`config.mk`:
```
export PLATFORM = sky130hd
export DESIGN_NAME = ima_adpcm_block_decoder
export DESIGN_NICKNAME = d
export VERILOG_FILES = /design/src/imadec_pkg.sv /design/src/ima_adpcm_block_decoder.sv /design/src/imadec_nibble.sv
export SDC_FILE = /design/constraint.sdc
export NUM_CORES = 1
export LEC_CHECK = 0
export BUFFER_PORTS_ARGS = -buffer_cell sky130_fd_sc_hd__buf_2
export CAP_MARGIN = 5
export CORE_MARGIN = 2
export CORE_UTILIZATION = 30
export CTS_CLUSTER_DIAMETER = 60
export CTS_CLUSTER_SIZE = 14
export DETAILED_ROUTE_END_ITERATION = 10
export HOLD_SLACK_MARGIN = 0.02
export PLACE_DENSITY = 0.47
export SLEW_MARGIN = 30
export SYNTH_ARGS = -nofsm -noshare
export SYNTH_HDL_FRONTEND = slang
export SYNTH_SLANG_ARGS = --single-unit
```
`constraint.sdc`:
```
create_clock -name clk -period 10.35 [get_ports clk]
set_input_delay 0.5175 -clock clk [delete_from_list [all_inputs] [get_ports clk]]
set_output_delay 0.5175 -clock clk [all_outputs]
set_load 0.02 [all_outputs]
```
`src/imadec_pkg.sv`:
```
// ----------------------------------------------------------------------------
// imadec_pkg
// Shared types, constants and tables of the IMA ADPCM block decoder.
// ----------------------------------------------------------------------------
`default_nettype none

package imadec_pkg;

	localparam int unsigned IDX_W   = 7;
	localparam int unsigned STEP_W  = 15;
	localparam int unsigned CNT_W   = 24;
	localparam int unsigned NIBBLES = 8;

	localparam logic [IDX_W-1:0] IDX_MAX  = 7'd88;
	localparam logic signed [15:0] PRED_MAX = 16'sd32767;
	localparam logic signed [15:0] PRED_MIN = -16'sd32768;

	// item opcodes
	localparam logic OP_HEADER = 1'b0;
	localparam logic OP_DATA   = 1'b1;

	typedef struct packed {
		logic               op;
		logic signed [15:0] header_sample;
		logic [7:0]         header_index;
		logic [31:0]        data_word;
	} in_item_t;

	typedef struct packed {
		logic signed [15:0] sample;
		logic               run_last;
		logic               stream_last;
	} out_item_t;

	// decoder state carried between nibbles
	typedef struct packed {
		logic signed [15:0] pred;
		logic [IDX_W-1:0]   idx;
	} dec_state_t;

	typedef enum logic [0:0] {
		ST_IDLE,
		ST_RUN
	} state_t;

	// quantiser step size for a step index
	function automatic logic [STEP_W-1:0] step_size(input logic [IDX_W-1:0] idx);
		logic [STEP_W-1:0] s;
		case (idx)
			7'd0: s = 15'd7;      7'd1: s = 15'd8;      7'd2: s = 15'd9;
			7'd3: s = 15'd10;     7'd4: s = 15'd11;     7'd5: s = 15'd12;
			7'd6: s = 15'd13;     7'd7: s = 15'd14;     7'd8: s = 15'd16;
			7'd9: s = 15'd17;     7'd10: s = 15'd19;    7'd11: s = 15'd21;
			7'd12: s = 15'd23;    7'd13: s = 15'd25;    7'd14: s = 15'd28;
			7'd15: s = 15'd31;    7'd16: s = 15'd34;    7'd17: s = 15'd37;
			7'd18: s = 15'd41;    7'd19: s = 15'd45;    7'd20: s = 15'd50;
			7'd21: s = 15'd55;    7'd22: s = 15'd60;    7'd23: s = 15'd66;
			7'd24: s = 15'd73;    7'd25: s = 15'd80;    7'd26: s = 15'd88;
			7'd27: s = 15'd97;    7'd28: s = 15'd107;   7'd29: s = 15'd118;
			7'd30: s = 15'd130;   7'd31: s = 15'd143;   7'd32: s = 15'd157;
			7'd33: s = 15'd173;   7'd34: s = 15'd190;   7'd35: s = 15'd209;
			7'd36: s = 15'd230;   7'd37: s = 15'd253;   7'd38: s = 15'd279;
			7'd39: s = 15'd307;   7'd40: s = 15'd337;   7'd41: s = 15'd371;
			7'd42: s = 15'd408;   7'd43: s = 15'd449;   7'd44: s = 15'd494;
			7'd45: s = 15'd544;   7'd46: s = 15'd598;   7'd47: s = 15'd658;
			7'd48: s = 15'd724;   7'd49: s = 15'd796;   7'd50: s = 15'd876;
			7'd51: s = 15'd963;   7'd52: s = 15'd1060;  7'd53: s = 15'd1166;
			7'd54: s = 15'd1282;  7'd55: s = 15'd1411;  7'd56: s = 15'd1552;
			7'd57: s = 15'd1707;  7'd58: s = 15'd1878;  7'd59: s = 15'd2066;
			7'd60: s = 15'd2272;  7'd61: s = 15'd2499;  7'd62: s = 15'd2749;
			7'd63: s = 15'd3024;  7'd64: s = 15'd3327;  7'd65: s = 15'd3660;
			7'd66: s = 15'd4026;  7'd67: s = 15'd4428;  7'd68: s = 15'd4871;
			7'd69: s = 15'd5358;  7'd70: s = 15'd5894;  7'd71: s = 15'd6484;
			7'd72: s = 15'd7132;  7'd73: s = 15'd7845;  7'd74: s = 15'd8630;
			7'd75: s = 15'd9493;  7'd76: s = 15'd10442; 7'd77: s = 15'd11487;
			7'd78: s = 15'd12635; 7'd79: s = 15'd13899; 7'd80: s = 15'd15289;
			7'd81: s = 15'd16818; 7'd82: s = 15'd18500; 7'd83: s = 15'd20350;
			7'd84: s = 15'd22385; 7'd85: s = 15'd24623; 7'd86: s = 15'd27086;
			7'd87: s = 15'd29794;
			default: s = 15'd32767;
		endcase
		return s;
	endfunction

	// step index adjustment for the magnitude bits of a code
	function automatic logic signed [4:0] index_adj(input logic [2:0] mag);
		logic signed [4:0] a;
		case (mag)
			3'd4: a = 5'sd2;
			3'd5: a = 5'sd4;
			3'd6: a = 5'sd6;
			3'd7: a = 5'sd8;
			default: a = -5'sd1;
		endcase
		return a;
	endfunction

endpackage

`default_nettype wire

```
`src/ima_adpcm_block_decoder.sv`:
```
// ----------------------------------------------------------------------------
// ima_adpcm_block_decoder
// Mono IMA ADPCM decoder: header items load the predictor, data items carry
// eight codes that are shifted out one nibble per cycle, while the output is not stalled, and decoded.
//
//   channel  | signals                        | moves
//   ---------+--------------------------------+--------------------------
//   input    | in_valid, in_ready, in_data    | header or data word item
//   output   | out_valid, out_ready, out_data | one decoded sample item
//   config   | cfg_we, cfg_wdata              | total sample count
//
// A header item is accepted in the idle state and its sample is emitted from
// the run state; a data word is accepted and then decoded nibble by nibble,
// up to eight, by the single nibble decoder that the word shifts through.
// Items arriving after the end of the stream are accepted and dropped.
// A full output register that is not taken stalls the nibble shifting.
// Reset clears control state; samples_left resets to one.
// ----------------------------------------------------------------------------
`default_nettype none

module ima_adpcm_block_decoder (
	input  wire logic                            clk,
	input  wire logic                            arst_n,
	input  wire logic                            cfg_we,
	input  wire logic [imadec_pkg::CNT_W-1:0]    cfg_wdata,
	input  wire logic                            in_valid,
	output logic                                 in_ready,
	input  wire imadec_pkg::in_item_t            in_data,
	output logic                                 out_valid,
	input  wire logic                            out_ready,
	output imadec_pkg::out_item_t                out_data
);

	imadec_pkg::state_t             state_q, state_d;
	imadec_pkg::dec_state_t         dec_q, dec_nxt;
	logic [31:0]                    word_q;
	logic [2:0]                     nib_q;
	logic                           hdr_q;
	logic [imadec_pkg::CNT_W-1:0]   samples_left_q;
	logic                           finished_q;
	logic                           out_valid_q;
	imadec_pkg::out_item_t          out_q;
	logic                           accept;
	logic                           fire;
	logic                           ends;
	logic                           run_last;

	imadec_nibble u_nibble (
		.code (word_q[3:0]),
		.cur  (dec_q),
		.nxt  (dec_nxt)
	);

	// state register
	always_ff @(posedge clk or negedge arst_n) begin
		if (!arst_n) begin
			state_q <= imadec_pkg::ST_IDLE;
		end else begin
			state_q <= state_d;
		end
	end

	// next state and handshake
	always_comb begin
		state_d  = state_q;
		in_ready = 1'b0;
		fire     = 1'b0;
		case (state_q)
			imadec_pkg::ST_IDLE: begin
				in_ready = 1'b1;
				if (in_valid && !finished_q) begin
					state_d = imadec_pkg::ST_RUN;
				end
			end
			imadec_pkg::ST_RUN: begin
				fire = !out_valid_q || out_ready;
				if (fire && run_last) begin
					state_d = imadec_pkg::ST_IDLE;
				end
			end
			default: begin
				state_d = imadec_pkg::ST_IDLE;
			end
		endcase
	end

	assign accept   = in_valid && in_ready && !finished_q;
	assign ends     = (samples_left_q <= imadec_pkg::CNT_W'(1));
	assign run_last = hdr_q || ends || (nib_q == 3'(imadec_pkg::NIBBLES - 1));

	// stream count and end flag
	always_ff @(posedge clk or negedge arst_n) begin
		if (!arst_n) begin
			samples_left_q <= imadec_pkg::CNT_W'(1);
			finished_q     <= 1'b0;
		end else if (cfg_we) begin
			samples_left_q <= cfg_wdata;
			finished_q     <= 1'b0;
		end else if (fire) begin
			if (ends) begin
				samples_left_q <= '0;
				finished_q     <= 1'b1;
			end else begin
				samples_left_q <= samples_left_q - imadec_pkg::CNT_W'(1);
			end
		end
	end

	// predictor and step index
	always_ff @(posedge clk or negedge arst_n) begin
		if (!arst_n) begin
			dec_q <= '0;
		end else if (accept && (in_data.op == imadec_pkg::OP_HEADER)) begin
			dec_q.pred <= in_data.header_sample;
			if (in_data.header_index > 8'(imadec_pkg::IDX_MAX)) begin
				dec_q.idx <= imadec_pkg::IDX_MAX;
			end else begin
				dec_q.idx <= in_data.header_index[imadec_pkg::IDX_W-1:0];
			end
		end else if (fire && !hdr_q) begin
			dec_q <= dec_nxt;
		end
	end

	// code shift register, one nibble per decoded sample
	always_ff @(posedge clk or negedge arst_n) begin
		if (!arst_n) begin
			hdr_q <= 1'b0;
			nib_q <= '0;
		end else if (accept) begin
			hdr_q <= (in_data.op == imadec_pkg::OP_HEADER);
			nib_q <= '0;
		end else if (fire) begin
			nib_q <= nib_q + 3'd1;
		end
	end

	always_ff @(posedge clk) begin
		if (accept) begin
			word_q <= in_data.data_word;
		end else if (fire) begin
			word_q <= {4'h0, word_q[31:4]};
		end
	end

	// output register
	always_ff @(posedge clk or negedge arst_n) begin
		if (!arst_n) begin
			out_valid_q <= 1'b0;
		end else if (fire) begin
			out_valid_q <= 1'b1;
		end else if (out_ready) begin
			out_valid_q <= 1'b0;
		end
	end

	always_ff @(posedge clk) begin
		if (fire) begin
			out_q.sample      <= hdr_q ? dec_q.pred : dec_nxt.pred;
			out_q.run_last    <= run_last;
			out_q.stream_last <= ends;
		end
	end

	assign out_valid = out_valid_q;
	assign out_data  = out_q;

endmodule

`default_nettype wire

```
`src/imadec_nibble.sv`:
```
// ----------------------------------------------------------------------------
// imadec_nibble
// Decodes one 4-bit code: difference from the step size, predictor update
// with clamping, and step index update with clamping.
// ----------------------------------------------------------------------------
`default_nettype none

module imadec_nibble (
	input  wire logic [3:0]              code,
	input  wire imadec_pkg::dec_state_t  cur,
	output imadec_pkg::dec_state_t       nxt
);

	logic [imadec_pkg::STEP_W-1:0]    step;
	logic [imadec_pkg::STEP_W+3:0]    prod;
	logic [15:0]                      diff;
	logic signed [17:0]               sum;
	logic signed [8:0]                ni;

	// exact difference ((mag*2+1)*step)>>3
	always_comb begin
		step = imadec_pkg::step_size(cur.idx);
		prod = {code[2:0], 1'b1} * step;
		diff = prod[imadec_pkg::STEP_W+3:3];
	end

	// predictor update, sign from the top bit of the code
	always_comb begin
		if (code[3]) begin
			sum = {{2{cur.pred[15]}}, cur.pred} - $signed({2'b00, diff});
		end else begin
			sum = {{2{cur.pred[15]}}, cur.pred} + $signed({2'b00, diff});
		end
		if (sum > 18'(imadec_pkg::PRED_MAX)) begin
			nxt.pred = imadec_pkg::PRED_MAX;
		end else if (sum < 18'(imadec_pkg::PRED_MIN)) begin
			nxt.pred = imadec_pkg::PRED_MIN;
		end else begin
			nxt.pred = sum[15:0];
		end
	end

	// step index update clamped to the table range
	always_comb begin
		ni = $signed({2'b00, cur.idx}) +
			9'(imadec_pkg::index_adj(code[2:0]));
		if (ni < 9'sd0) begin
			nxt.idx = '0;
		end else if (ni > $signed({2'b00, imadec_pkg::IDX_MAX})) begin
			nxt.idx = imadec_pkg::IDX_MAX;
		end else begin
			nxt.idx = ni[imadec_pkg::IDX_W-1:0];
		end
	end

endmodule

`default_nettype wire

```
======== Word-level counts from Yosys, hierarchy flattened ========
Memories as Yosys holds them, arrays and structs flattened.
Cells that the tools add are included.
storage, ports and cells
  flip-flop bits (word level) ............. 104
  ROM bits ................................ 1920
  input port bits ......................... 86
  output and inout port bits .............. 20
  word-level logic and storage cells ...... 77
  memories kept ........................... 1
memory list
  name              words  bits a word  read ports  clocked after Yosys merged registers in  wr ports  line              RTL
  (name not given)  128    15           1           0                                        0         imadec_pkg.sv:49  case (idx)
operators by class
  add/subtract/negate cells ............... 5
  multipliers ............................. 1
  order comparisons ....................... 6
  equality and inequality tests ........... 5
  multiplexer cells ....................... 27
  bitwise logic cells ..................... 2
  reductions and logical operators ........ 18
operators by type and width
  cell                                                                     number
  24-bit two-way mux                                                       3
  32-bit two-way mux                                                       2
  16-bit two-way mux                                                       3
  23-bit two-way mux                                                       2
  24-bit by 1-bit <= comparator with 1-bit output (second input constant)  1
  24-bit by 1-bit subtractor with 24-bit output (second input constant)    1
  7-bit two-way mux                                                        3
  5-bit one-hot mux with 4 select lines                                    1
  4-bit by 15-bit multiplier with 19-bit output                            1
  16-bit by 17-bit adder with 18-bit output                                1
  18-bit by 16-bit > comparator with 1-bit output (second input constant)  1
  18-bit by 16-bit < comparator with 1-bit output (second input constant)  1
  18-bit two-way mux                                                       1
  16-bit by 17-bit subtractor with 18-bit output                           1
  3-bit == test (second input constant)                                    5
  2-bit nonzero test                                                       5
  8-bit by 5-bit adder with 9-bit output                                   1
  9-bit by 8-bit > comparator with 1-bit output (second input constant)    1
  9-bit by 1-bit < comparator with 1-bit output (second input constant)    1
  1-bit two-way mux                                                        9
  8-bit by 7-bit > comparator with 1-bit output (second input constant)    1
  1-bit logical AND                                                        6
  3-bit two-way mux                                                        2
  3-bit by 1-bit adder with 3-bit output (second input constant)           1
  5 further kinds                                                          10

======== Longest topological paths before layout ========
Gate-level depths: netlist of run 1.
An unclocked memory read counts as a cell.
  depth after elaboration ................. 9
  depth in mapped cells ................... 40
  gate-level depth less buffers ........... 37

======== Cells and area by module ========
A second synthesis of run 1 with hierarchy kept.
second synthesis, totals
  cells, all modules ...................... 1221
  area total of the unflattened synthesis .. 10166.0 um^2
modules (own cells, without submodules)
  module                   times used  cells an instance  area each (um^2)  seq. area each (um^2)
  imadec_nibble            1           759                5247.5            0.0
  ima_adpcm_block_decoder  1           462                4918.5            2854.0

======== Worst setup path before layout of run 1 ========
No wires, ideal clock.
  path kind ............................... register to register
  from .................................... register dec_q[1] (netlist bit)
  to ...................................... register out_q (netlist bit out_data[16]) (data pin)
  library setup time ...................... 266 ps
  arrival ................................. 7998 ps
  required time ........................... 10084 ps
  setup slack ............................. 2086 ps
  stages on the path, launching flop included .. 40
  path buffers ............................ 3
  period minus slack after synthesis ...... 8264 ps
  path through ............................ dfrtp_1 buf_6 inv_1 ha_1 buf_2 nor2b_2 a211oi_1 a21oi_1 o21ai_0 nor2_1 a21oi_1 a21oi_1 and2_1 fa_1 inv_1 fa_1 inv_1 fa_1 (+4 left out) or3_1 o32ai_2 o21a_2 and3_4 nand2_1 nor3_1 nor2_1 xnor2_1 ha_1 a21o_1 a21oi_1 o21ai_1 a21o_1 a21oi_1 xnor3_2 buf_12 a21oi_2 o31ai_2
between the ends
  word-level cells in the longest chain between the ends .. 8
  elaborated cells on any way between the ends .. 10
  classes of those cells .................. add/sub: 2; mul: 1; order compare: 2; mux: 4; memory: 1
ends and longest elaborated chain
  element                                                                                                             line                                      RTL
  start, declared                                                                                                     ima_adpcm_block_decoder.sv:35             imadec_pkg::dec_state_t dec_q, dec_nxt;
  start signal, assigned                                                                                              ima_adpcm_block_decoder.sv:121            dec_q <= dec_nxt;
  memory read 128 x 15 bit (*)                                                                                        n/a
  4-bit by 15-bit multiplier with 19-bit output (*)                                                                   imadec_nibble.sv:23                       prod = {code[2:0], 1'b1} * step;
  16-bit by 17-bit adder with 18-bit output / 16-bit by 17-bit subtractor with 18-bit output (equally long branches)  imadec_nibble.sv:32, imadec_nibble.sv:30
  18-bit two-way mux (*)                                                                                              imadec_nibble.sv:29                       if (code[3]) begin
  18-bit by 16-bit < comparator with 1-bit output                                                                     imadec_nibble.sv:36                       end else if (sum < 18'(imadec_pkg::PRED_MIN)) begin
  16-bit two-way mux                                                                                                  imadec_nibble.sv:36
  16-bit two-way mux (*)                                                                                              imadec_nibble.sv:34                       if (sum > 18'(imadec_pkg::PRED_MAX)) begin
  16-bit two-way mux (*)                                                                                              ima_adpcm_block_decoder.sv:159            out_q.sample <= hdr_q ? dec_q.pred : dec_nxt.pred;
  end, declared                                                                                                       ima_adpcm_block_decoder.sv:42             imadec_pkg::out_item_t out_q;
Mark *: on every way between the ends. The rest lies on a longest branch, timed or not.
A chain may end at the register's enable or synchronous reset.

======== Final worst setup path of run 1 ========
  from .................................... register dec_q[1] (netlist bit)
  to ...................................... register out_q (netlist bit out_data[5]) (data pin)
Same word-level chain as after synthesis.

==> results of run 1 <==
-- layer usage --
layer	share of wire (%)	up-vias	GRT usage, %
met1	49	4204	23.3
met4	1.8	0	4.34
met3	3.6	40	1.84
met2	45	220	26.5
met5	0	-	0
li1	-	4389	-
-- worst reg2reg max path: cells and delay by family (launching register included) --
family,cells,cell delay (ns)
AO/OA/AOI/OAI,17,3.56
XOR/XNOR,3,0.97
adder cells (fa/ha/maj),5,2.36
buffers and inverters,3,0.37
flip-flops,1,0.56
AND/OR/NAND/NOR,8,1.37
-- stage by stage --
stage          utilization [%]  std cells  setup slack (ns)
2_1_floorplan                -       1204              2.09
3_3_place_gp              33.2       1702             0.879
3_5_place_dp              33.2       1702             0.704
4_1_cts                   34.1       1718             0.690
5_1_grt                   34.1       1718             0.149
6_report                  34.1       1718             0.899
-- sequential cells by signal, indices dropped and copies added, names as in the netlist --
signal / count
dec_q: 23
finished_q: 1
hdr_q: 1
nib_q: 3
out_data: 18
out_valid: 1
samples_left_q: 24
state_q: 1
word_q: 32
-- logic make-up after synthesis --
| kind of cell | count (synthesis) | share of synthesized area, % |
|---|---|---|
| mux | 9 | 1.04 |
| buf+inv | 156 | 6.86 |
| simple gates | 424 | 20.0 |
| compound gates | 360 | 24.5 |
| flops | 104 | 28.6 |
| fa+ha+maj | 92 | 13.6 |
| xor+xnor | 59 | 5.40 |
-- final timing paths --
path | startpoint | to | slack [ns] | cells after the start
max in group asynchronous | arst_n | dec_q[1] | 9.47 | 2
min in group clk | cfg_wdata[7] | samples_left_q[7] | 0.37 | 3
worst min register to register | nib_q[0] | nib_q[0] | 0.50 | 1
worst min-delay path | arst_n | dec_q[19] | 0.29 | 2
worst max register to register | dec_q[1] | out_data[5] | 0.90 | 36
worst max-delay path | dec_q[1] | out_data[5] | 0.90 | 36
-- cell usage after synthesis (all sizes together), types with 8 or more instances --
| master | count |
|---|---|
| a21o | 15 |
| a21oi | 97 |
| a22oi | 13 |
| a31oi | 22 |
| and2 | 25 |
| buf | 18 |
| clkbuf | 45 |
| dfrtp | 53 |
| edfxtp | 50 |
| fa | 28 |
| ha | 64 |
| inv | 91 |
| nand2 | 183 |
| nand2b | 17 |
| nand3 | 21 |
| nor2 | 93 |
| nor2b | 22 |
| nor3 | 20 |
| nor4 | 8 |
| o211ai | 10 |
| o21ai | 92 |
| o22ai | 11 |
| o31ai | 21 |
| xnor2 | 35 |
| xor2 | 23 |
-- final cells by class --
cell class	instances	area, um^2	share of cell area, %
Sequential cell	104	2860	25.7
Timing Repair Buffer	120	638	5.73
Clock inverter	4	47.5	0.427
Tap cell	442	553	4.97
Multi-Input combinational cell	944	6450	58.0
Clock buffer	12	236	2.12
Inverter	92	349	3.14
==> results.txt, run 1 <==
Bufs and invs on worst path -> 3
Critical path type -> reg2reg
Worst hold slack -> 0.294 ns
Largest cells by area after synthesis -> edfxtp_1, dfrtp_1, ha_1
Design Area, Final -> 11100 um^2
First-pass GRT wire length -> 46800 um
Slew HR -> 37.3%
Max Slew Vio Count -> 0
Hpwl dp -> 21300 um
Initial antenna violation count -> 0
Fin Setup TNS -> 0 ns
Die Footprint -> 34800 um^2
Total track usage -> 16.4%
Cts hold-fix bufs -> 0
# IOs -> 106
Iter 0 DRT Violations -> 607
Starting Density -> 30.6%
CP arrival -> 9.55 ns
Final setup viols -> 0
Post-cts resize count -> 0
GR Overflow Total -> 0
Syn. warnings -> 0
Status -> finished clean
FFs w/ async S/R, synth -> 51.9%
Die Wd -> 186 um
Clock buffer depth -> 2
Fmax -> 0.106 GHz
Root Buffer -> clkbuf_16
Mapped Nets -> 1382
Final Hold Vio Count -> 0
ANT cells -> 0
Max_cap viols -> 0
Clock sink count -> 104
Number of flops mapped to enable cells by yosys -> 50
Worst Tran Pin Value -> 0.938 ns
Max stage delay on crit path -> 0.62 ns
Clock latency on the worst-skew pair -> 0.35 ns
Unrepaired setup endpoints after global routing -> no
Post-synthesis cell area -> 9980 um^2
Fin nets -> 1449
CTS Buf Count -> 9
FILL cells -> 3496
Core area -> 32600 um^2
Most common library cell in the layout ignoring fill and taps -> nand2_1
Max H-tree Level -> 3
Sequential cell area fraction in the yosys report -> 28.6%
Cell Area, Placed -> 10800 um^2
Crit start category -> flop
Most frequent CP cell -> a21oi_1
Post-Syn Area per Cell -> 8.29 um^2
Port Buf Inserts -> 105
Yosys reg bits -> 104
Most frequent cells in the layout -> nand2_1, buf_2, nor2_1, inv_1, a21oi_1
Layout cell share with drive strength beyond 1 -> 15.4%
DRC viols -> 0
Drt wl/cell -> 16.6 um
Vert. Die Dim -> 186 um
Fin crit share -> 91.3%
Main flop type after synthesis -> dfrtp_1
Via count -> 8853
DRT Wirelength -> 28500 um
Vias/cell -> 5.15
Antenna viol nets, final -> 0
CTS tree -> built
Crit-path max FO -> 19
Clock skew -> 0.00843 ns
Yosys top cell area share -> 15.0%
Biggest area consumer among synthesized cells -> edfxtp_1
RD Place Congestion -> 0.904
Critical Path End Type -> flop
CTS clk-pin slew, worst paths -> 0.07 ns
Distinct cells, synth -> 104
CP max stage cell -> xnor3_2
Synthesis-to-layout area growth -> 11.5%
Largest net degree at the start of global routing -> 55
# rows -> 66
Critical path's top delay family -> compound AO/OA/AOI/OAI gates
Data required time of the worst path -> 10.45 ns
Post-Syn Instances -> 1204
Worst hold-check path type -> in2async
Post-CTS Setup Bufs -> 0
First-pass DRT Iterations -> 5
Post-layout min period -> 9.45 ns
Number of global-route vias before repair -> 8782
Power of run 1 is left out: the tool's default activity adds up to more than one toggle a clock period on the data nets, which glitch-free logic cannot reach.
==> inputs of run 2 (changes only) <==
Settings changed: CORE_ASPECT_RATIO from default to 2.
==> results.txt, run 2 (synthesis results as in run 1) <==
Reg with most FFs -> word_q
R2r startpoint -> dec_q[1]
CP startpoint -> dec_q[1]
Post-CTS Setup Bufs -> 0 (unchanged)
CTS Buf Count -> 9 (unchanged)
Post-layout util -> 34.2% (about the same)
Layout cell share with drive strength beyond 1 -> 16.1% (+0.72 points)
Die Wd -> 133 um (-29%)
Iter 0 DRT Violations -> 531 (-13%)
Largest net degree at the start of global routing -> 55 (unchanged)
CP arrival -> 9.80 ns (+0.25 ns)
FILL cells -> 3484 (-0.34%)
Fin crit share -> 93.7% (+2.4 points)
Worst R2R End -> out_data[15]
Depth of the worst register-to-register path -> 36 (unchanged)
Register area -> 2860 um^2 (about the same)
GRT Max-Usage Layer -> met2
CP max stage cell -> xnor3_2
Clock latency on the worst-skew pair -> 0.37 ns (+0.02 ns)
Initial antenna violation count -> 0 (unchanged)
Most common library cell in the layout ignoring fill and taps -> nand2_1
Worst hold-check path type -> in2async
Crit-path max FO -> 19 (unchanged)
Total track usage -> 19.3% (+2.9 points)
Final Hold Vio Count -> 0 (unchanged)
Largest register FFs -> 32 (unchanged)
Root Buffer -> clkbuf_16
Critical path type -> reg2reg
DRT Wirelength -> 33300 um (+17%)
Reg-to-reg setup timing slack -> 0.65 ns (-0.25 ns)
Data required time of the worst path -> 10.45 ns (about the same)
Cts hold-fix bufs -> 0 (unchanged)
Non-Filler Instances -> 1719 (+0.058%)
Post-layout min period -> 9.70 ns (+0.247 ns)
CTS clk-pin slew, worst paths -> 0.08 ns (about the same)
Fmax -> 0.103 GHz (-2.5%)
Vias/cell -> 5.27 (+2.2%)
# IOs -> 106 (unchanged)
CTS tree -> built
Crit start category -> flop
ANT cells -> 0 (unchanged)
Unrepaired setup endpoints after global routing -> no
Synthesis-to-layout area growth -> 12.3%
DRC viols -> 0 (unchanged)
Most frequent CP cell -> a21oi_1
Slew HR -> 36.4% (-0.82 points)
Fin Setup TNS -> 0 ns (unchanged)
Hpwl dp -> 26100 um (+23%)
Most frequent cells in the layout -> nand2_1, buf_2, nor2_1, inv_1, a21oi_1
Max H-tree Level -> 3 (unchanged)
First-pass DRT Iterations -> 5 (unchanged)
Met2 usage -> 41.0% (+14 points)
Clock sink count -> 104 (unchanged)
Clock buffer depth -> 2 (unchanged)
Post-cts resize count -> 0 (unchanged)
Fin nets -> 1460 (+0.76%)
Final setup viols -> 0 (unchanged)
Status -> finished clean
Critical Path End Type -> flop
GR Overflow Total -> 0 (unchanged)
Max_cap viols -> 0 (unchanged)
Drt wl/cell -> 19.4 um (+17%)
Design Area, Final -> 11200 um^2 (+0.65%)
RD Place Congestion -> 1.07 (+18%)
Die Footprint -> 34800 um^2 (+0.25%)
CP endpoint -> out_data[15]
Met3 usage -> 2.22% (+0.38 points)
Cell Area, Placed -> 10900 um^2 (+0.62%)
# rows -> 94 (+42%)
Max stage delay on crit path -> 0.64 ns (+0.02 ns)
First-pass GRT wire length -> 51900 um (+11%)
Port Buf Inserts -> 105 (unchanged)
Multi-input logic area -> 6450 um^2 (about the same)
Vert. Die Dim -> 262 um (+41%)
Antenna viol nets, final -> 0 (unchanged)
Starting Density -> 30.4% (-0.18 points)
GR Layer Usage met1 -> 18.1% (-5.2 points)
Core area -> 32800 um^2 (+0.60%)
Biggest regs -> word_q x32, samples_left_q x24, dec_q x23
Number of global-route vias before repair -> 9416 (+7.2%)
Worst Tran Pin Value -> 0.945 ns (+0.00710 ns)
Via count -> 9055 (+2.3%)
Placed cell count -> 1703 (+0.059%)
Max Slew Vio Count -> 0 (unchanged)
Clock skew -> 0.0143 ns (+0.00588 ns)
-- run 2: area by class of cell --
| type | instances | share of cell area [%] |
|---|---|---|
| Clock buffer | 9 | 2.01 |
| Multi-Input combinational cell | 944 | 57.6 |
| Timing Repair Buffer | 131 | 6.43 |
| Tap cell | 432 | 4.82 |
| Inverter | 92 | 3.08 |
| Clock inverter | 7 | 0.614 |
| Sequential cell | 104 | 25.5 |
-- run 2: how the worst min path moves through the flow --
stage                         end          start  cells after the start
2_1_floorplan            dec_q[0]         arst_n                      0
3_3_place_gp             nib_q[2]       nib_q[2]                      1
3_5_place_dp             nib_q[2]       nib_q[2]                      1
4_1_cts                  nib_q[1]         arst_n                      2
5_1_grt        samples_left_q[11]  cfg_wdata[11]                      3
6_report                out_valid         arst_n                      2
-- run 2: routing by layer --
layer,part of all wire [%],vias to the layer above
met3,2.7,66
li1,-,4418
met2,59,228
met4,3.5,0
met1,34,4343
met5,0,-
-- run 2: worst max-delay path, delay by kind of cell, from the launching register on --
kind                     cells  cell delay, ns
buffers and inverters        3            0.41
AND/OR/NAND/NOR              8            1.31
flip-flops                   1            0.61
XOR/XNOR                     3            0.98
adder cells (fa/ha/maj)      5            2.43
AO/OA/AOI/OAI               17            3.69
-- run 2: stage by stage --
step	setup WS (ns)	hold slack, ns
after floorplan	2.09	0.222
after global placement	0.757	0.490
after detailed placement	0.723	0.495
after CTS	0.683	0.327
after global routing	0.0433	0.345
final	0.653	0.286
Power of run 2 is left out for the same reason.
==> inputs of run 3 (changes only) <==
Settings changed: BUFFER_PORTS_ARGS -buffer_cell sky130_fd_sc_hd__buf_2 to -buffer_cell sky130_fd_sc_hd__clkbuf_2, CORE_UTILIZATION 30 to 57, PLACE_DENSITY 0.47 to 0.79.
==> results.txt, run 3 (synthesis results as in run 1) <==
Iter 0 DRT Violations -> 370 (-30%)
Critical Path End Type -> flop
Fin crit share -> 93.2% (-0.46 points)
GR Overflow Total -> 0 (unchanged)
CTS tree -> built
Post-layout min period -> 9.65 ns (-0.0474 ns)
FILL cells -> 1490 (-57%)
Biggest regs -> word_q x32, samples_left_q x24, dec_q x23
CTS clk-pin slew, worst paths -> 0.07 ns (about the same)
Drt wl/cell -> 20.0 um (+3.2%)
Critical path type -> reg2reg
Unrepaired setup endpoints after global routing -> no
Clock skew -> 0.00867 ns (-0.00565 ns)
Largest net degree at the start of global routing -> 55 (unchanged)
Fmax -> 0.104 GHz (+0.49%)
RD Place Congestion -> 0.972 (-8.8%)
Most frequent CP cell -> a21oi_1
Die Wd -> 97.6 um (-27%)
Post-CTS Setup Bufs -> 0 (unchanged)
Max_cap viols -> 0 (unchanged)
Vias/cell -> 6.26 (+19%)
Hpwl dp -> 23300 um (-11%)
Initial antenna violation count -> 0 (unchanged)
Crit start category -> flop
CP arrival -> 9.76 ns (-0.04 ns)
Total track usage -> 32.3% (+13 points)
Starting Density -> 58.1% (+28 points)
CP max stage cell -> xnor3_2
Fin Setup TNS -> 0 ns (unchanged)
Max Slew Vio Count -> 0 (unchanged)
Crit-path max FO -> 19 (unchanged)
Reg with most FFs -> word_q
Fin nets -> 1455 (-0.34%)
ANT cells -> 0 (unchanged)
Slew HR -> 41.3% (+4.8 points)
Clock latency on the worst-skew pair -> 0.36 ns (about the same)
Max H-tree Level -> 3 (unchanged)
Most frequent cells in the layout -> nand2_1, clkbuf_2, nor2_1, inv_1, a21oi_1
Post-cts resize count -> 0 (unchanged)
Worst hold-check path type -> in2async
Clock buffer depth -> 2 (unchanged)
Root Buffer -> clkbuf_16
# IOs -> 106 (unchanged)
First-pass DRT Iterations -> 5 (unchanged)
DRT Wirelength -> 29900 um (-10%)
Port Buf Inserts -> 105 (unchanged)
Vert. Die Dim -> 191 um (-27%)
Core area -> 17200 um^2 (-48%)
Layout cell share with drive strength beyond 1 -> 15.9% (-0.17 points)
Worst Tran Pin Value -> 0.878 ns (-0.0672 ns)
Die Footprint -> 18700 um^2 (-46%)
Cts hold-fix bufs -> 0 (unchanged)
Largest register FFs -> 32 (unchanged)
Most common library cell in the layout ignoring fill and taps -> nand2_1
Reg-to-reg setup timing slack -> 0.70 ns (+0.05 ns)
First-pass GRT wire length -> 47600 um (-8.3%)
Antenna viol nets, final -> 0 (unchanged)
Via count -> 9339 (+3.1%)
Final Hold Vio Count -> 0 (unchanged)
Status -> finished clean
Data required time of the worst path -> 10.46 ns (about the same)
CTS Buf Count -> 9 (unchanged)
Final setup viols -> 0 (unchanged)
Number of global-route vias before repair -> 9643 (+2.4%)
DRC viols -> 0 (unchanged)
Max stage delay on crit path -> 0.63 ns (about the same)
Clock sink count -> 104 (unchanged)
# rows -> 68 (-28%)
Synthesis-to-layout area growth -> 9.34%
run 3: path summary, 6_finish.rpt:
check	startpoint	endpoint	cells after the start
worst max-delay path	dec_q[1]	out_data[8]	37
worst min-delay path	arst_n	hdr_q	2
worst max register to register	dec_q[1]	out_data[8]	37
worst min register to register	finished_q	finished_q	2
max in group asynchronous	arst_n	dec_q[3]	2
min in group clk	cfg_wdata[7]	samples_left_q[7]	3
run 3: metrics by stage:
step | hold WS [ns] | utilization [%] | area [um^2] | std cells | setup slack (ns)
floorplan | 0.222 | - | 9980 | 1204 | 2.09
global placement | 0.485 | 61.7 | 10600 | 1476 | 1.01
detailed placement | 0.489 | 61.7 | 10600 | 1476 | 0.836
CTS | 0.317 | 63.5 | 10900 | 1492 | 0.766
global route | 0.363 | 63.5 | 10900 | 1492 | 0.0851
finish | 0.289 | 63.5 | 10900 | 1492 | 0.700
run 3: cell type report:
class / count / area, um^2 / area share (%)
clock inverter: 4 / 33.8 / 0.309
clock buffer: 12 / 278 / 2.54
multi-input combinational: 944 / 6460 / 59.2
tap: 210 / 263 / 2.41
sequential: 104 / 2860 / 26.2
inverter: 92 / 345 / 3.16
timing repair buffer: 126 / 683 / 6.26
run 3: per-layer routing:
| metal | track usage, % | share of wire [%] | vias to the layer above |
|---|---|---|---|
| met3 | 4.28 | 4.0 | 142 |
| met2 | 62.9 | 56 | 350 |
| met1 | 28.7 | 31 | 4452 |
| li1 | - | - | 4395 |
| met5 | 0 | 0 | - |
| met4 | 26.0 | 8.5 | 0 |
run 3: worst max-delay path, delay by kind of cell, from the launching register on:
kind,cells,cell delay (ns)
buffers and inverters,4,0.50
adders and majority gates,5,2.30
xor gates and xnor gates,3,0.99
AOI/OAI and AO/OA,16,3.19
DFF,1,0.62
and+or+nand+nor,9,1.76
Power of run 3 is left out for the same reason.
